==> config.mk <==
export PLATFORM = sky130hd
export DESIGN_NAME = source_text_tokenizer_unit
export DESIGN_NICKNAME = d
export VERILOG_FILES = /design/src/hw/rtl/stt_pkg.sv /design/src/hw/rtl/stt_scan.sv /design/src/hw/rtl/stt_resq.sv /design/src/hw/rtl/source_text_tokenizer_unit.sv
export SDC_FILE = /design/constraint.sdc
export NUM_CORES = 1
export LEC_CHECK = 0
export BUFFER_PORTS_ARGS = -buffer_cell sky130_fd_sc_hd__buf_2
export CAP_MARGIN = 20
export CORE_ASPECT_RATIO = 2
export CORE_MARGIN = 4
export CORE_UTILIZATION = 45
export CTS_CLUSTER_SIZE = 10
export DETAILED_ROUTE_END_ITERATION = 7
export HOLD_SLACK_MARGIN = 0.02
export PLACE_DENSITY = 0.68
export SLEW_MARGIN = 15
export SYNTH_ARGS = -nofsm -noshare
export SYNTH_HDL_FRONTEND = slang
export SYNTH_SLANG_ARGS = --single-unit
==> constraint.sdc <==
create_clock -name clk -period 23.8 [get_ports clk]
set_input_delay 3.57 -clock clk [delete_from_list [all_inputs] [get_ports clk]]
set_output_delay 3.57 -clock clk [all_outputs]
set_load 0.01 [all_outputs]
==> src/hw/rtl/stt_pkg.sv <==
// Shared types and constants for the source text tokenizer.
// No dependencies; used by stt_scan, stt_resq and source_text_tokenizer_unit.
`default_nettype none

package stt_pkg;

	localparam int MAX_TOKEN_LEN = 255;
	localparam int OFFSET_BITS   = 32;
	localparam int LEN_CAP       = (MAX_TOKEN_LEN < 255) ? MAX_TOKEN_LEN : 255;

	localparam logic [4:0] TAB_RESET = 5'd4;

	localparam logic [7:0] CH_NUL    = 8'h00;
	localparam logic [7:0] CH_NL     = 8'h0A;
	localparam logic [7:0] CH_TAB    = 8'h09;
	localparam logic [7:0] CH_SPACE  = 8'h20;
	localparam logic [7:0] CH_UNDER  = 8'h5F;
	localparam logic [7:0] CH_POINT  = 8'h2E;
	localparam logic [7:0] CH_EQ     = 8'h3D;
	localparam logic [7:0] CH_AMP    = 8'h26;
	localparam logic [7:0] CH_BAR    = 8'h7C;
	localparam logic [7:0] CH_PLUS   = 8'h2B;
	localparam logic [7:0] CH_MINUS  = 8'h2D;
	localparam logic [7:0] CH_STAR   = 8'h2A;
	localparam logic [7:0] CH_SLASH  = 8'h2F;
	localparam logic [7:0] CH_PCT    = 8'h25;
	localparam logic [7:0] CH_DQUOTE = 8'h22;
	localparam logic [7:0] CH_SQUOTE = 8'h27;
	localparam logic [7:0] CH_LPAR   = 8'h28;
	localparam logic [7:0] CH_RPAR   = 8'h29;
	localparam logic [7:0] CH_LBRK   = 8'h5B;
	localparam logic [7:0] CH_RBRK   = 8'h5D;
	localparam logic [7:0] CH_LBRC   = 8'h7B;
	localparam logic [7:0] CH_RBRC   = 8'h7D;

	localparam logic [7:0] SENTINEL_LEN = 8'd13;

	localparam logic [2:0] K_SYMBOL   = 3'd0;
	localparam logic [2:0] K_NUMBER   = 3'd1;
	localparam logic [2:0] K_STRING   = 3'd2;
	localparam logic [2:0] K_OPERATOR = 3'd3;
	localparam logic [2:0] K_SENTINEL = 3'd4;

	typedef enum logic [2:0] {
		M_IDLE   = 3'd0,
		M_SYMBOL = 3'd1,
		M_NUMBER = 3'd2,
		M_STRING = 3'd3,
		M_OP     = 3'd4
	} mode_t;

	typedef struct packed {
		logic [2:0]  kind;
		logic [23:0] line;
		logic [15:0] column;
		logic [31:0] offset;
		logic [7:0]  length;
		logic        bad;
		logic [7:0]  op_first;
		logic [7:0]  op_second;
		logic        last;
	} tok_t;

	typedef struct packed {
		logic [1:0] cnt;
		tok_t       tok0;
		tok_t       tok1;
	} push_t;

endpackage

`default_nettype wire

==> src/hw/rtl/stt_scan.sv <==
// Scanner state and per-byte decode: one text item in, up to two tokens out.
// Depends on stt_pkg.
`default_nettype none

module stt_scan (
	input  wire logic              clk,
	input  wire logic              arst_n,
	input  wire logic              advance,
	input  wire logic [7:0]        char_byte,
	input  wire logic              end_of_text,
	input  wire logic [4:0]        tab_width,
	output stt_pkg::push_t         push
);

	localparam int OB = stt_pkg::OFFSET_BITS;

	stt_pkg::mode_t mode_q, n_mode;
	logic          quote_single_q, n_quote_single;
	logic          seen_point_q, n_seen_point;
	logic [7:0]    pending_q, n_pending;
	logic [23:0]   start_line_q, n_start_line;
	logic [15:0]   start_col_q, n_start_col;
	logic [OB-1:0] start_off_q, n_start_off;
	logic [7:0]    len_q, n_len;
	logic [23:0]   line_q, n_line;
	logic [15:0]   col_q, n_col;
	logic [OB-1:0] byte_q, n_byte;

	stt_pkg::tok_t tok [2];
	logic [1:0]    cnt;
	logic          go_idle;
	logic          close_q;
	logic          dbl, cmp;
	logic [7:0]    len_inc;

	function automatic logic is_letter(input logic [7:0] b);
		return (b >= 8'h61 && b <= 8'h7A) || (b >= 8'h41 && b <= 8'h5A);
	endfunction

	function automatic logic is_digit(input logic [7:0] b);
		return b >= 8'h30 && b <= 8'h39;
	endfunction

	function automatic logic [15:0] col_plus(input logic [15:0] c, input logic [4:0] n);
		logic [16:0] s;
		s = {1'b0, c} + {12'd0, n};
		return s[16] ? 16'hFFFF : s[15:0];
	endfunction

	function automatic stt_pkg::tok_t mk(input logic [2:0] kind, input logic [23:0] line,
			input logic [15:0] column, input logic [31:0] offset, input logic [7:0] length,
			input logic bad, input logic [7:0] op1, input logic [7:0] op2);
		stt_pkg::tok_t t;
		t.kind      = kind;
		t.line      = line;
		t.column    = column;
		t.offset    = offset;
		t.length    = length;
		t.bad       = bad;
		t.op_first  = op1;
		t.op_second = op2;
		t.last      = 1'b0;
		return t;
	endfunction

	assign len_inc = (len_q < 8'(stt_pkg::LEN_CAP)) ? len_q + 8'd1 : len_q;

	always_comb begin
		close_q = quote_single_q ? (char_byte == stt_pkg::CH_SQUOTE)
			: (char_byte == stt_pkg::CH_DQUOTE);
		dbl = (pending_q == stt_pkg::CH_EQ || pending_q == stt_pkg::CH_AMP
			|| pending_q == stt_pkg::CH_BAR) && char_byte == pending_q;
		cmp = (pending_q == stt_pkg::CH_PLUS || pending_q == stt_pkg::CH_MINUS
			|| pending_q == stt_pkg::CH_STAR || pending_q == stt_pkg::CH_SLASH
			|| pending_q == stt_pkg::CH_PCT) && char_byte == stt_pkg::CH_EQ;
	end

	always_comb begin
		n_mode         = mode_q;
		n_quote_single = quote_single_q;
		n_seen_point   = seen_point_q;
		n_pending      = pending_q;
		n_start_line   = start_line_q;
		n_start_col    = start_col_q;
		n_start_off    = start_off_q;
		n_len          = len_q;
		n_line         = line_q;
		n_col          = col_q;
		n_byte         = byte_q;
		tok[0]         = '0;
		tok[1]         = '0;
		cnt            = 2'd0;
		go_idle        = 1'b0;
		if (end_of_text || char_byte == stt_pkg::CH_NUL) begin
			unique case (mode_q)
				stt_pkg::M_SYMBOL: begin
					tok[0] = mk(stt_pkg::K_SYMBOL, start_line_q, start_col_q,
						32'(start_off_q), len_q, 1'b0, 8'd0, 8'd0);
					cnt = 2'd1;
				end
				stt_pkg::M_NUMBER: begin
					tok[0] = mk(stt_pkg::K_NUMBER, start_line_q, start_col_q,
						32'(start_off_q), len_q, 1'b0, 8'd0, 8'd0);
					cnt = 2'd1;
				end
				stt_pkg::M_STRING: begin
					tok[0] = mk(stt_pkg::K_STRING, start_line_q, start_col_q,
						32'(start_off_q), len_q, 1'b1, 8'd0, 8'd0);
					cnt = 2'd1;
				end
				stt_pkg::M_OP: begin
					tok[0] = mk(stt_pkg::K_OPERATOR, start_line_q, start_col_q,
						32'(start_off_q), 8'd1, 1'b0, pending_q, 8'd0);
					cnt = 2'd1;
				end
				default: begin
				end
			endcase
			tok[cnt[0]] = mk(stt_pkg::K_SENTINEL, 24'd0, 16'd0, 32'(byte_q),
				stt_pkg::SENTINEL_LEN, 1'b0, 8'd0, 8'd0);
			cnt = cnt + 2'd1;
			n_mode         = stt_pkg::M_IDLE;
			n_quote_single = 1'b0;
			n_seen_point   = 1'b0;
			n_pending      = 8'd0;
			n_start_line   = 24'd0;
			n_start_col    = 16'd0;
			n_start_off    = '0;
			n_len          = 8'd0;
			n_line         = 24'd1;
			n_col          = 16'd1;
			n_byte         = '0;
		end else begin
			n_byte = (&byte_q) ? byte_q : byte_q + OB'(1);
			unique case (mode_q)
				stt_pkg::M_SYMBOL: begin
					if (is_letter(char_byte) || is_digit(char_byte)
							|| char_byte == stt_pkg::CH_UNDER) begin
						n_len = len_inc;
						n_col = col_plus(col_q, 5'd1);
					end else begin
						tok[0] = mk(stt_pkg::K_SYMBOL, start_line_q, start_col_q,
							32'(start_off_q), len_q, 1'b0, 8'd0, 8'd0);
						cnt     = 2'd1;
						n_mode  = stt_pkg::M_IDLE;
						go_idle = 1'b1;
					end
				end
				stt_pkg::M_NUMBER: begin
					if (is_digit(char_byte)
							|| (char_byte == stt_pkg::CH_POINT && !seen_point_q)) begin
						if (char_byte == stt_pkg::CH_POINT) begin
							n_seen_point = 1'b1;
						end
						n_len = len_inc;
						n_col = col_plus(col_q, 5'd1);
					end else begin
						tok[0] = mk(stt_pkg::K_NUMBER, start_line_q, start_col_q,
							32'(start_off_q), len_q, char_byte == stt_pkg::CH_POINT,
							8'd0, 8'd0);
						cnt     = 2'd1;
						n_mode  = stt_pkg::M_IDLE;
						go_idle = char_byte != stt_pkg::CH_POINT;
					end
				end
				stt_pkg::M_STRING: begin
					if (close_q) begin
						tok[0] = mk(stt_pkg::K_STRING, start_line_q, start_col_q,
							32'(start_off_q), len_q, 1'b0, 8'd0, 8'd0);
						cnt    = 2'd1;
						n_mode = stt_pkg::M_IDLE;
					end else begin
						n_len = len_inc;
					end
					n_col = col_plus(col_q, 5'd1);
				end
				stt_pkg::M_OP: begin
					if (dbl || cmp) begin
						tok[0] = mk(stt_pkg::K_OPERATOR, start_line_q, start_col_q,
							32'(start_off_q), 8'd2, 1'b0, pending_q, char_byte);
						n_col = col_plus(col_q, 5'd1);
					end else begin
						tok[0] = mk(stt_pkg::K_OPERATOR, start_line_q, start_col_q,
							32'(start_off_q), 8'd1, 1'b0, pending_q, 8'd0);
						go_idle = 1'b1;
					end
					cnt       = 2'd1;
					n_mode    = stt_pkg::M_IDLE;
					n_pending = 8'd0;
				end
				default: begin
					go_idle = 1'b1;
				end
			endcase
			if (go_idle) begin
				if (char_byte == stt_pkg::CH_NL) begin
					n_col  = 16'd1;
					n_line = (&line_q) ? line_q : line_q + 24'd1;
				end else if (char_byte == stt_pkg::CH_SPACE) begin
					n_col = col_plus(col_q, 5'd1);
				end else if (char_byte == stt_pkg::CH_TAB) begin
					n_col = col_plus(col_q, tab_width);
				end else if (is_letter(char_byte) || is_digit(char_byte)) begin
					n_start_line = line_q;
					n_start_col  = col_q;
					n_start_off  = byte_q;
					n_len        = 8'd1;
					n_seen_point = 1'b0;
					n_mode       = is_letter(char_byte) ? stt_pkg::M_SYMBOL
						: stt_pkg::M_NUMBER;
					n_col        = col_plus(col_q, 5'd1);
				end else if (char_byte == stt_pkg::CH_DQUOTE
						|| char_byte == stt_pkg::CH_SQUOTE) begin
					n_start_line   = line_q;
					n_start_col    = col_q;
					n_start_off    = (&byte_q) ? byte_q : byte_q + OB'(1);
					n_len          = 8'd0;
					n_quote_single = char_byte == stt_pkg::CH_SQUOTE;
					n_mode         = stt_pkg::M_STRING;
					n_col          = col_plus(col_q, 5'd1);
				end else if (char_byte == stt_pkg::CH_EQ || char_byte == stt_pkg::CH_AMP
						|| char_byte == stt_pkg::CH_BAR || char_byte == stt_pkg::CH_PLUS
						|| char_byte == stt_pkg::CH_MINUS || char_byte == stt_pkg::CH_STAR
						|| char_byte == stt_pkg::CH_SLASH || char_byte == stt_pkg::CH_PCT)
						begin
					n_start_line = line_q;
					n_start_col  = col_q;
					n_start_off  = byte_q;
					n_pending    = char_byte;
					n_mode       = stt_pkg::M_OP;
					n_col        = col_plus(col_q, 5'd1);
				end else if (char_byte == stt_pkg::CH_LPAR || char_byte == stt_pkg::CH_RPAR
						|| char_byte == stt_pkg::CH_LBRK || char_byte == stt_pkg::CH_RBRK
						|| char_byte == stt_pkg::CH_LBRC || char_byte == stt_pkg::CH_RBRC)
						begin
					tok[cnt[0]] = mk(stt_pkg::K_OPERATOR, line_q, col_q, 32'(byte_q),
						8'd1, 1'b0, char_byte, 8'd0);
					cnt   = cnt + 2'd1;
					n_col = col_plus(col_q, 5'd1);
				end
			end
		end
		if (cnt == 2'd2) begin
			tok[1].last = 1'b1;
		end else if (cnt == 2'd1) begin
			tok[0].last = 1'b1;
		end
	end

	always_comb begin
		push.cnt  = advance ? cnt : 2'd0;
		push.tok0 = tok[0];
		push.tok1 = tok[1];
	end

	always_ff @(posedge clk or negedge arst_n) begin
		if (!arst_n) begin
			mode_q         <= stt_pkg::M_IDLE;
			quote_single_q <= 1'b0;
			seen_point_q   <= 1'b0;
			pending_q      <= 8'd0;
			start_line_q   <= 24'd0;
			start_col_q    <= 16'd0;
			start_off_q    <= '0;
			len_q          <= 8'd0;
			line_q         <= 24'd1;
			col_q          <= 16'd1;
			byte_q         <= '0;
		end else if (advance) begin
			mode_q         <= n_mode;
			quote_single_q <= n_quote_single;
			seen_point_q   <= n_seen_point;
			pending_q      <= n_pending;
			start_line_q   <= n_start_line;
			start_col_q    <= n_start_col;
			start_off_q    <= n_start_off;
			len_q          <= n_len;
			line_q         <= n_line;
			col_q          <= n_col;
			byte_q         <= n_byte;
		end
	end

endmodule

`default_nettype wire

==> src/hw/rtl/stt_resq.sv <==
// Four-entry token queue: takes up to two tokens per cycle, hands out one.
// Depends on stt_pkg.
`default_nettype none

module stt_resq (
	input  wire logic           clk,
	input  wire logic           arst_n,
	input  wire stt_pkg::push_t push,
	input  wire logic           pop,
	output stt_pkg::tok_t       head,
	output logic                valid,
	output logic                room
);

	stt_pkg::tok_t mem_q [4];
	logic [1:0]    wr_q;
	logic [1:0]    rd_q;
	logic [2:0]    cnt_q;

	assign head  = mem_q[rd_q];
	assign valid = cnt_q != 3'd0;
	assign room  = cnt_q <= 3'd2;

	always_ff @(posedge clk) begin
		if (push.cnt != 2'd0) begin
			mem_q[wr_q] <= push.tok0;
		end
		if (push.cnt == 2'd2) begin
			mem_q[wr_q + 2'd1] <= push.tok1;
		end
	end

	always_ff @(posedge clk or negedge arst_n) begin
		if (!arst_n) begin
			wr_q  <= 2'd0;
			rd_q  <= 2'd0;
			cnt_q <= 3'd0;
		end else begin
			wr_q  <= wr_q + push.cnt;
			rd_q  <= rd_q + {1'b0, pop};
			cnt_q <= cnt_q + {1'b0, push.cnt} - {2'b00, pop};
		end
	end

endmodule

`default_nettype wire

==> src/hw/rtl/source_text_tokenizer_unit.sv <==
// Top level of the source text tokenizer: stream ports, tab width register.
// Depends on stt_pkg, stt_scan and stt_resq.
//
//  channel  | signals                              | moves
//  ---------+--------------------------------------+----------------------------
//  s_       | s_tvalid s_tready s_tdata s_tlast    | one text byte per item
//  m_       | m_tvalid m_tready m_tdata m_tuser    | one token per item
//           | m_tlast                              |
//  cfg_     | cfg_valid cfg_ready cfg_data         | tab width write
//
// An input item is decoded in the cycle it is accepted; its tokens (zero, one
// or two) are written into the registered token queue and leave from its head.
// One byte per cycle is taken while the four-entry token queue holds at most
// two tokens; a byte that yields two tokens is handed out as two output items.
// A stalled m_ side holds the queue head; s_tready drops while the queue holds
// three or more tokens.
// Reset clears scan state and the queue and sets the tab width to 4.
`default_nettype none

module source_text_tokenizer_unit (
	input  wire logic         clk,
	input  wire logic         arst_n,
	input  wire logic         s_tvalid,
	output logic              s_tready,
	input  wire logic [7:0]   s_tdata,   // char_byte
	input  wire logic         s_tlast,   // end_of_text
	output logic              m_tvalid,
	input  wire logic         m_tready,
	// token_line, token_column, token_offset, token_length, token_bad,
	// op_first, op_second, zero pad
	output logic [103:0]      m_tdata,
	output logic [2:0]        m_tuser,   // token_kind
	output logic              m_tlast,   // last_of_run
	input  wire logic         cfg_valid,
	output logic              cfg_ready,
	input  wire logic [4:0]   cfg_data   // tab_width
);

	logic           advance;
	logic           room;
	logic           pop;
	logic [4:0]     tab_q;
	stt_pkg::push_t push;
	stt_pkg::tok_t  head;

	assign cfg_ready = 1'b1;
	assign s_tready  = room;
	assign advance   = s_tvalid && s_tready;
	assign pop       = m_tvalid && m_tready;

	always_ff @(posedge clk or negedge arst_n) begin
		if (!arst_n) begin
			tab_q <= stt_pkg::TAB_RESET;
		end else if (cfg_valid && cfg_ready) begin
			tab_q <= cfg_data;
		end
	end

	stt_scan u_scan (
		.clk         (clk),
		.arst_n      (arst_n),
		.advance     (advance),
		.char_byte   (s_tdata),
		.end_of_text (s_tlast),
		.tab_width   (tab_q),
		.push        (push)
	);

	stt_resq u_resq (
		.clk    (clk),
		.arst_n (arst_n),
		.push   (push),
		.pop    (pop),
		.head   (head),
		.valid  (m_tvalid),
		.room   (room)
	);

	assign m_tdata = {7'd0, head.op_second, head.op_first, head.bad, head.length,
		head.offset, head.column, head.line};
	assign m_tuser = head.kind;
	assign m_tlast = head.last;

	a_eot_sentinel: assert property (@(posedge clk) disable iff (!arst_n)
		advance && (s_tlast || s_tdata == stt_pkg::CH_NUL) |->
		push.cnt != 2'd0
		&& ((push.cnt == 2'd2) ? push.tok1.kind : push.tok0.kind) == stt_pkg::K_SENTINEL)
		else $error("end of text did not queue a sentinel as final token");

	a_last_mark: assert property (@(posedge clk) disable iff (!arst_n)
		push.cnt == 2'd2 |-> !push.tok0.last && push.tok1.last)
		else $error("last_of_run misplaced on a two-token item");

	a_out_sentinel_last: assert property (@(posedge clk) disable iff (!arst_n)
		pop && m_tuser == stt_pkg::K_SENTINEL |-> m_tlast)
		else $error("sentinel token delivered without last_of_run");

	a_no_push_when_full: assert property (@(posedge clk) disable iff (!arst_n)
		!s_tready |-> push.cnt == 2'd0)
		else $error("tokens pushed while queue lacks room");

endmodule

`default_nettype wire

==> out/metrics.cfg <==
[critical_path]
cp.arrival_ns = 9.02
critPathLaunchType = input port
critPathMaxFanout = 44
required_ns = 24.06
r2r_cells = 11
critPathCaptureType = flop
path_class = input port to flop

[sta]
setup_tns_ns = 0
worstMarginPinSlew_ns = 1.16
min_period_ns = 8.76
finalHoldViolCount = 0
finalMaxSlewViolations = 0
max_clock_freq_ghz = 0.114
min_period_over_period = 0.368
grt_setup_unrepaired = no
final.setup.worst_slack_ns = 15.04
setup_violations = 0
fin_skew_ns = 0.0239
relSlewSlack = 0.229

[clock_tree]
cts_resized = 0
path_clk_slew_ns = 0.06
cts_htree_levels = 3
cts_root_buf = clkbuf_16
clkLatencyLatePin_ns = 0.64
hold_buffers = 0
clk_path_buf_depth = 3
postCtsSetupBuffers = 0
numClockSinks = 581
numCtsBuffers = 68
cts_tree = done

[yosys]
synth_area_sq_um = 32100
synthCells = 2931
ys_warn_count = 0
synth_edf_count = 404
synthArstFlopShare = 0.305
syn_area_per_cell_sq_um = 11.0
yosysUniqueCellTypes = 100
synthFlopType = edfxtp_1
seq_area_frac_synth = 0.515
ys_ff_latch = 581

[floorplanning]
chipWidth_microns = 197
start_util = 0.454
ioPinCount = 130
fp.coreArea_sq_um = 70800
die-area_sq_um = 76000
chipHeight_microns = 386
row_count = 138

[routing]
drtIter0Drc = 2346
wirelength_microns = 101000
first_pass_iters = 7
drc = 0
drt-vias-per-instance = 6.51
final_antenna_net_count = 0
dr_total_vias = 25200
drt-wirelength-per-cell_microns = 26.2

[layout]
syn2layout_area_growth_pct = 9.50
final_cell_mix = 404 x edfxtp_1, 308 x o21ai_0, 271 x nand2_1
final_nets = 2942
final_common_cell = edfxtp_1
fillers = 6296
drive_gt1_frac = 0.140
num_antenna_cells = 0

[place]
dpl.hpwl_microns = 65400
post-place-ws_ns = 14.35
portBuffers = 121
place_congestion = 0.927

[pwr]
intPower_mw = 2.17
p_sw_frac = 0.374
ir_worst_vdd_mv = 0.140
p_per_area_nw_per_um2 = 98.5
leakage_nw = 13.0
clock_power_share = 0.281
power_frac_seq = 0.377
netSwitchingPower_mw = 1.30
share_comb_of_total_power = 0.342

[grt]
antenna_found_initial = 1
track_usage = 0.262
grt_max_degree = 274
grt_pass1_wl_microns = 153000
grt-ovfl-total = 0
grt_pass1_vias = 26100

[run_status]
status = finished, final reports clean

[hold_path]
min_path_cells = 2
hold_class = flop to flop

[run]
cap_violations = 0

-- layout make-up --
class | count | area, sq um | share of cell area
clock inverters | 8 | 118 | 0.00334
inverters | 32 | 120 | 0.00341
repair buffers | 174 | 1070 | 0.0304
flip-flops and latches | 581 | 16600 | 0.471
multi-input cells | 2049 | 14300 | 0.406
clock buffers | 118 | 1900 | 0.0540
well taps | 910 | 1140 | 0.0323
-- path summary, 6_finish.rpt --
kind,endpoint,slack (ns),start
max in group asynchronous,u_resq.rd_q[1]$_DFF_PN0_,19.47,arst_n
min in group asynchronous,tab_q[3]$_DFFE_PN0P_,2.87,arst_n
worst min register to register,u_scan.start_off_q[31]$_DFFE_PN0P_,0.47,u_scan.start_off_q[31]$_DFFE_PN0P_
worst min-delay path,u_scan.start_off_q[31]$_DFFE_PN0P_,0.47,u_scan.start_off_q[31]$_DFFE_PN0P_
worst max-delay path,u_resq.mem_q[3][55]$_DFFE_PP_,15.04,s_tdata[1]
worst max register to register,u_resq.mem_q[3][55]$_DFFE_PP_,17.89,u_scan.mode_q[2]$_DFFE_PN0P_
-- synthesized netlist by cell type, types with 17 or more instances --
cell | instances | area share
o22ai_1 | 145 | 0.028
xnor2_1 | 39 | 0.011
mux2i_1 | 134 | 0.042
buf_2 | 61 | 0.0095
o21ai_1 | 35 | 0.0054
nand4_1 | 27 | 0.0053
nand2_1 | 271 | 0.032
and3_1 | 39 | 0.0076
buf_1 | 25 | 0.0029
edfxtp_1 | 404 | 0.38
a21boi_1 | 30 | 0.0070
xor2_1 | 28 | 0.0076
o31ai_1 | 65 | 0.015
clkbuf_1 | 151 | 0.018
and2_1 | 84 | 0.016
a21oi_1 | 117 | 0.018
inv_1 | 30 | 0.0035
dfrtp_1 | 174 | 0.14
or3_1 | 25 | 0.0049
o211ai_1 | 37 | 0.0086
buf_4 | 26 | 0.0061
o21ai_0 | 309 | 0.048
mux4_2 | 101 | 0.071
a21o_1 | 17 | 0.0040
nor3_1 | 53 | 0.0083
nor2_1 | 147 | 0.017
nand3_1 | 103 | 0.016
-- per-layer routing --
metal  track usage  up-vias  routed length, microns  share of wire
met2         0.484     1236                   55000           0.54
li1              -    11100                       -              -
met4         0.182        2                    6980          0.069
met3        0.0404      394                    5700          0.056
met1         0.266    12500                   33600           0.33
met5             0        -                      20        0.00020
-- worst max-delay path: stages --
cell	delay, ns
buf_2	0.25
nor4_4	0.56
a221oi_2	0.20
or4_1	0.86
nand3_1	0.31
ha_1	0.28
o21ai_0	0.38
mux2_4	0.35
mux2i_1	0.17
nor2_4	0.76
buf_4	0.58
buf_4	0.68
-- kinds of logic (layout without fill, tap and decap cells) --
| logic type | count (synthesis) | count (layout) | synth area share |
|---|---|---|---|
| and+or+nand+nor | 821 | 821 | 0.126 |
| muxes | 242 | 242 | 0.115 |
| other | 2 | 12 | 0.000234 |
| xor gates and xnor gates | 67 | 67 | 0.0183 |
| adders and majority gates | 17 | 17 | 0.00708 |
| buffers and inverters | 311 | 332 | 0.0453 |
| DFF | 581 | 581 | 0.515 |
| AOI/OAI and AO/OA | 890 | 890 | 0.173 |
-- registers in the layout (all words and copies together) (netlist names) --
register               cells
u_resq.mem_q             404
u_scan.quote_single_q      1
u_scan.start_off_q        32
u_scan.start_line_q       24
u_scan.start_col_q        16
tab_q                      5
u_resq.wr_q                2
u_scan.line_q             24
u_resq.cnt_q               3
u_scan.pending_q           8
u_scan.mode_q              3
u_resq.rd_q                2
u_scan.byte_q             32
u_scan.len_q               8
u_scan.col_q              16
u_scan.seen_point_q        1
-- power by group through the flow --
stage | combinational (mW) | clock [mW] | sequential [mW]
after floorplan | 0.812 | 0 | 1.27
after global placement | 1.16 | 0 | 1.32
after detailed placement | 1.17 | 0 | 1.33
after CTS | 1.18 | 0.989 | 1.31
after global routing | 1.26 | 1.03 | 1.32
final | 1.18 | 0.973 | 1.31
-- metrics by stage --
stage,utilization,area [sq um],power (mW),cells,hold slack [ns]
6_report,0.497,35200,3.47,3872,0.470
5_1_grt,0.497,35200,3.61,3872,0.493
4_1_cts,0.497,35200,3.47,3869,0.470
2_1_floorplan,-,32200,2.09,2941,0.440
3_3_place_gp,0.468,33100,2.48,3741,0.452
3_5_place_dp,0.468,33100,2.50,3743,0.458
Power figures use the tool's default switching activity.
